File: config.mk
export PLATFORM = sky130hd
export DESIGN_NAME = pci_mul
export DESIGN_NICKNAME = d
export VERILOG_FILES = /design/src/rtl/pci_mul.sv
export SDC_FILE = /design/constraint.sdc
export NUM_CORES = 2
export LEC_CHECK = 0
export BUFFER_PORTS_ARGS = -buffer_cell sky130_fd_sc_hd__buf_2
export CAP_MARGIN = 30
export CORE_MARGIN = 1
export CORE_UTILIZATION = 62
export CTS_BUF_LIST = sky130_fd_sc_hd__clkbuf_2
export DETAILED_ROUTE_END_ITERATION = 8
export GPL_TIMING_DRIVEN = 0
export PLACE_DENSITY = 0.8
export SYNTH_ARGS = -nofsm -noshare
export SYNTH_HDL_FRONTEND = slang
export SYNTH_SLANG_ARGS = --single-unit
File: constraint.sdc
create_clock -name clk -period 24.2 [get_ports clk]
set_input_delay 6.05 -clock clk [delete_from_list [all_inputs] [get_ports clk]]
set_output_delay 6.05 -clock clk [all_outputs]
set_load 0.02 [all_outputs]
File: src/rtl/pci_mul.sv
`timescale 1ns / 1ps
// pipelined multiplier, b split in halves: half products registered, then summed into a registered product
module pci_mul #(
    parameter int AW = 24,
    parameter int BW = 32
) (
    input  logic             clk,
    input  logic             en,
    input  logic [AW-1:0]    a,
    input  logic [BW-1:0]    b,
    output logic [AW+BW-1:0] p
);
    localparam int BL = (BW + 1) / 2;
    localparam int BH = BW - BL;
    localparam int PW = AW + BW;

    logic [AW+BL-1:0] lo_reg, lo_next;
    logic [AW+BH-1:0] hi_reg, hi_next;
    logic [PW-1:0]    p_reg, p_next;

    assign lo_next = (AW+BL)'(a) * (AW+BL)'(b[BL-1:0]);
    assign hi_next = (AW+BH)'(a) * (AW+BH)'(b[BW-1:BL]);
    assign p_next  = PW'(lo_reg) + (PW'(hi_reg) << BL);

    always_ff @(posedge clk)
    begin
        if (en)
        begin
            lo_reg <= lo_next;
            hi_reg <= hi_next;
            p_reg  <= p_next;
        end
    end

    assign p = p_reg;
endmodule

**After elaboration in Yosys (flattened, before gate mapping)**

Index checks and enable logic that the tools add are counted.

- Add/subtract/negate cells: 1
- Reductions and logical operators: 0
- Bitwise logic cells: 0
- Equality and inequality tests: 0
- Magnitude comparators: 0
- Mux-type cells: 0
- Multiply operators: 2
- Shifts and indexed selects: 0
- Div/mod/pow operators: 0

Operators with widths:

| cell | count |
|---|---|
| 24-bit by 16-bit multiplier with 40-bit output | 2 |
| 40-bit by 56-bit adder with 56-bit output | 1 |

- Latch bits: 0
- Memories: 0
- RAM bits: 0
- Output and inout port bits: 56
- Register bits after elaboration: 136
- ROM bits: 0
- Input bits: 58

**Logic depth before layout (Yosys ltp)**

- Depth after elaboration: 1
- Gate-level depth with buffers: 24

**Worst setup path after synthesis**

No wires, ideal clock.

- Path type: input to register
- From: input a[11]
- To: register hi_reg[32], data pin
- Cell stages on the path: 20
- Setup slack: 12.430 ns
- Arrival time: 11.515 ns
- Path buffers: 1
- Cell sequence: clkbuf_1 nand2_1 fa_1 fa_1 fa_1 inv_1 fa_1 fa_1 inv_1 fa_1 inv_1 ha_1 and4_4 a21o_1 or3_1 o221ai_2 a21oi_2 a221o_1 a211o_1 and3_1

- Cells in the longest elaborated chain, start to end: 1

Ends and longest elaborated chain:

| what | RTL line | source |
|---|---|---|
| from (decl) | 9 | `input logic [AW-1:0] a,` |
| 24-bit by 16-bit multiplier with 40-bit output | 22 | `assign hi_next = (AW+BH)'(a) * (AW+BH)'(b[BW-1:BL]);` |
| via hi_next[32] | 18 | `logic [AW+BH-1:0] hi_reg, hi_next;` |
| to (signal assigned) | 30 | `hi_reg <= hi_next;` |
| to (decl) | 18 |  |

The timed path passes the listed nets, and every way through them passes these cells.
A chain may end at the register's enable or synchronous reset.

**Final worst setup path**

- From: input a[10]
- To: register lo_reg[34], data pin

- Cells in the longest elaborated chain, start to end: 1

Ends and longest elaborated chain:

| what | RTL line | source |
|---|---|---|
| 24-bit by 16-bit multiplier with 40-bit output | 21 | `assign lo_next = (AW+BL)'(a) * (AW+BL)'(b[BL-1:0]);` |
| via lo_next[34] | 17 | `logic [AW+BL-1:0] lo_reg, lo_next;` |
| to (signal assigned) | 29 | `lo_reg <= lo_next;` |
| to (decl) | 17 |  |

The timed path passes the listed nets, and every way through them passes these cells.

==> flow_summary.toml <==
[worst_setup_path]
reg2reg_to = "p[54]"
arrival_ps = 13290
r2r_start = "lo_reg[23]"
worstPathRequired_ps = 24890
path_class = "primary input to flop"
r2r_setup_slack_ps = 20680
startpoint_type = "primary input"
end_kind = "flop"
ff2ff_path_depth = 10
path_max_fanout = 10

[sta]
fmax_ghz = 0.0793
worst_slew_pin_slew_ps = 1100
period_share = 0.521
slew_headroom = 0.266
setup_viol = 0
grt_setup_unrepaired = "false"
tns_ps = 0
fin_crit_ps = 12600
worst_slack_ps = 11600
maxSlewViolCount = 0
finalClockSkew_ps = 42.6
hold_viol_final = 0

[logic_synthesis]
synth.most_common_cell = "inv_1"
async_flop_share = 0
synthesis.area_mm2 = 0.0306
ys_seq_area_frac = 0.133
synth.area.mux_share = 0.00131
synth_compound_area_frac = 0.0654
synth-seq-cells = 136
synth-edff-count = 136
synth_simple_gate_area_frac = 0.161
synth_top_family_by_area = "adder cells"
syn_nets = 4223
synthAdderAreaFrac = 0.502
yosys_warnings = 0
synth_ff_type = "edfxtp_1"
synth_area_leaders = "fa_1 40%, edfxtp_1 13%, ha_1 10%, inv_1 8.7%, and2_1 6.7%"
synth_top_cell_area_share = 0.401
avgSynthCellArea_um2 = 9.26
synth_xor_area_frac = 0.0289
synth_top_area_cell = "fa_1"
ys_types = 63
synth_cells = 3304
netlist_top_cells_count = "708 x inv_1, 613 x fa_1, 520 x nand2_1"

[drt]
vias_per_cell = 5.78
wirelength_um = 84300
routedWlPerCell_um = 20.5
vias = 23800
ant_nets = 0
drtIter0Drc = 2016
drt_pre_antenna_iters = 8
drcViolationCount = 0

[clock_tree]
cts_resized = 0
clock_latency_ps = 950
cts_root_buf = "clkbuf_2"
tritoncts = "built"
cts_sinks = 136
path_clk_slew_ps = 230
cts_hold_buf = 0
clockBufferDepth = 2
post_cts_buffers = 0
htreeDepth = 4
cts_buffers = 17

[floorplanning]
start_util = 0.626
dieHeight_um = 224
rows = 81
core_mm2 = 0.0488
io_pins = 114
dieArea_mm2 = 0.0502
die_w_um = 224

[cells_and_area]
n_fill_cell = 4026
multiInputGateArea_mm2 = 0.0232
seq_area_mm2 = 0.00408
drive_gt1_frac = 0.0472
nNetsFinal = 4356
fin_util = 0.661
synthToLayoutAreaGrowth_pct = 5.59
largest_reg_flops = 56

[min_path]
whs_path_depth = 0
min_from = "lo_reg[0]"
hp-class = "flop to flop"
min_to = "p[0]"

[grt]
overflow = 0
grt_pass1_wl_um = 134000
grt_max_degree = 90
grtUsageTotal = 0.356
grt_pass1_vias = 24400
antenna_found_initial = 10

[placement]
dp_slack_ps = 10820
port_buffers = 113
hpwl_um = 69500
gp_congestion = 0.990

[status]
outcome = "finished clean"

[job]
cap_violations = 0
-- worst max path at each step --
stage               startpoint    endpoint  slack, ps  cells past startpoint
CTS                      a[10]  lo_reg[34]      11890                     21
global placement         a[13]  lo_reg[34]      10830                     23
detailed placement       a[10]  lo_reg[34]      10820                     21
floorplan                a[11]  hi_reg[32]      12430                     20
global route             a[13]  lo_reg[34]      11520                     23
finish                   a[10]  lo_reg[34]      11600                     21
-- cells in the final DEF, fill, tap and decap left out, types with 7 or more instances in the layout --
cell type / netlist / final
nor3_1: 17 / 17
edfxtp_1: 136 / 136
xnor2_1: 53 / 53
nand3_1: 26 / 26
nand4_1: 18 / 18
clkbuf_1: 163 / 163
o211ai_1: 10 / 10
nor2_1: 51 / 51
fa_1: 613 / 613
and3_1: 12 / 12
nor2b_1: 8 / 8
ha_1: 248 / 248
nor4_1: 8 / 8
and2_1: 328 / 328
nand2_1: 520 / 520
o21bai_1: 11 / 11
xor2_1: 48 / 48
o21ai_0: 46 / 46
a21oi_1: 101 / 101
o21a_1: 10 / 10
buf_2: 1 / 113
a21o_1: 51 / 51
a221oi_1: 7 / 7
inv_1: 708 / 708
a211oi_1: 14 / 14
nand2b_1: 9 / 9
a31oi_1: 12 / 12
clkbuf_2: 0 / 17
-- kinds of logic after synthesis --
group / Yosys count
compound gates: 310
xor+xnor: 101
fa+ha+maj: 861
buf+inv: 872
flops: 136
mux: 4
simple gates: 1020
-- per-layer routing --
| metal | vias to the layer above | global-route usage | share of wire |
|---|---|---|---|
| met5 | - | 0 | 0.00098 |
| met4 | 12 | 0.190 | 0.060 |
| met3 | 296 | 0.0822 | 0.10 |
| met2 | 1289 | 0.562 | 0.45 |
| met1 | 11900 | 0.459 | 0.39 |
| li1 | 10300 | - | - |
-- cell type report --
type                    count  share of cell area
inverters                 708              0.0823
flip-flops and latches    136               0.126
clock inverters            15             0.00569
multi-input cells        2296               0.719
plain buffers             164              0.0191
repair buffers            114              0.0186
clock buffers              17             0.00263
well taps                 664              0.0257
diodes                      4            0.000310
-- per-stage QoR --
stage          cell area [µm²]  hold slack, ps  instances
4_1_cts                  32300             448       4114
5_1_grt                  32300             460       4117
3_5_place_dp             32000             405       4082
3_3_place_gp             32000             400       4081
6_report                 32300             445       4118
2_1_floorplan            30600             400       3304
-- worst max-delay path, cell delays in order --
cell and delay, ps:
buf_2 220, clkbuf_1 730, nand2_1 180, fa_1 560, inv_1 60, fa_1 490
fa_1 600, fa_1 440, fa_1 490, inv_1 50, fa_1 490, inv_1 50
ha_1 430, nand2_1 220, o21ai_0 260, a2111oi_0 100, a21oi_1 610, a21oi_1 280
a31oi_1 370, a21bo_2 190, xor2_1 390
Power is not shown: default switching activity piles up to over one toggle a cycle in this logic, so the estimate is an artifact.
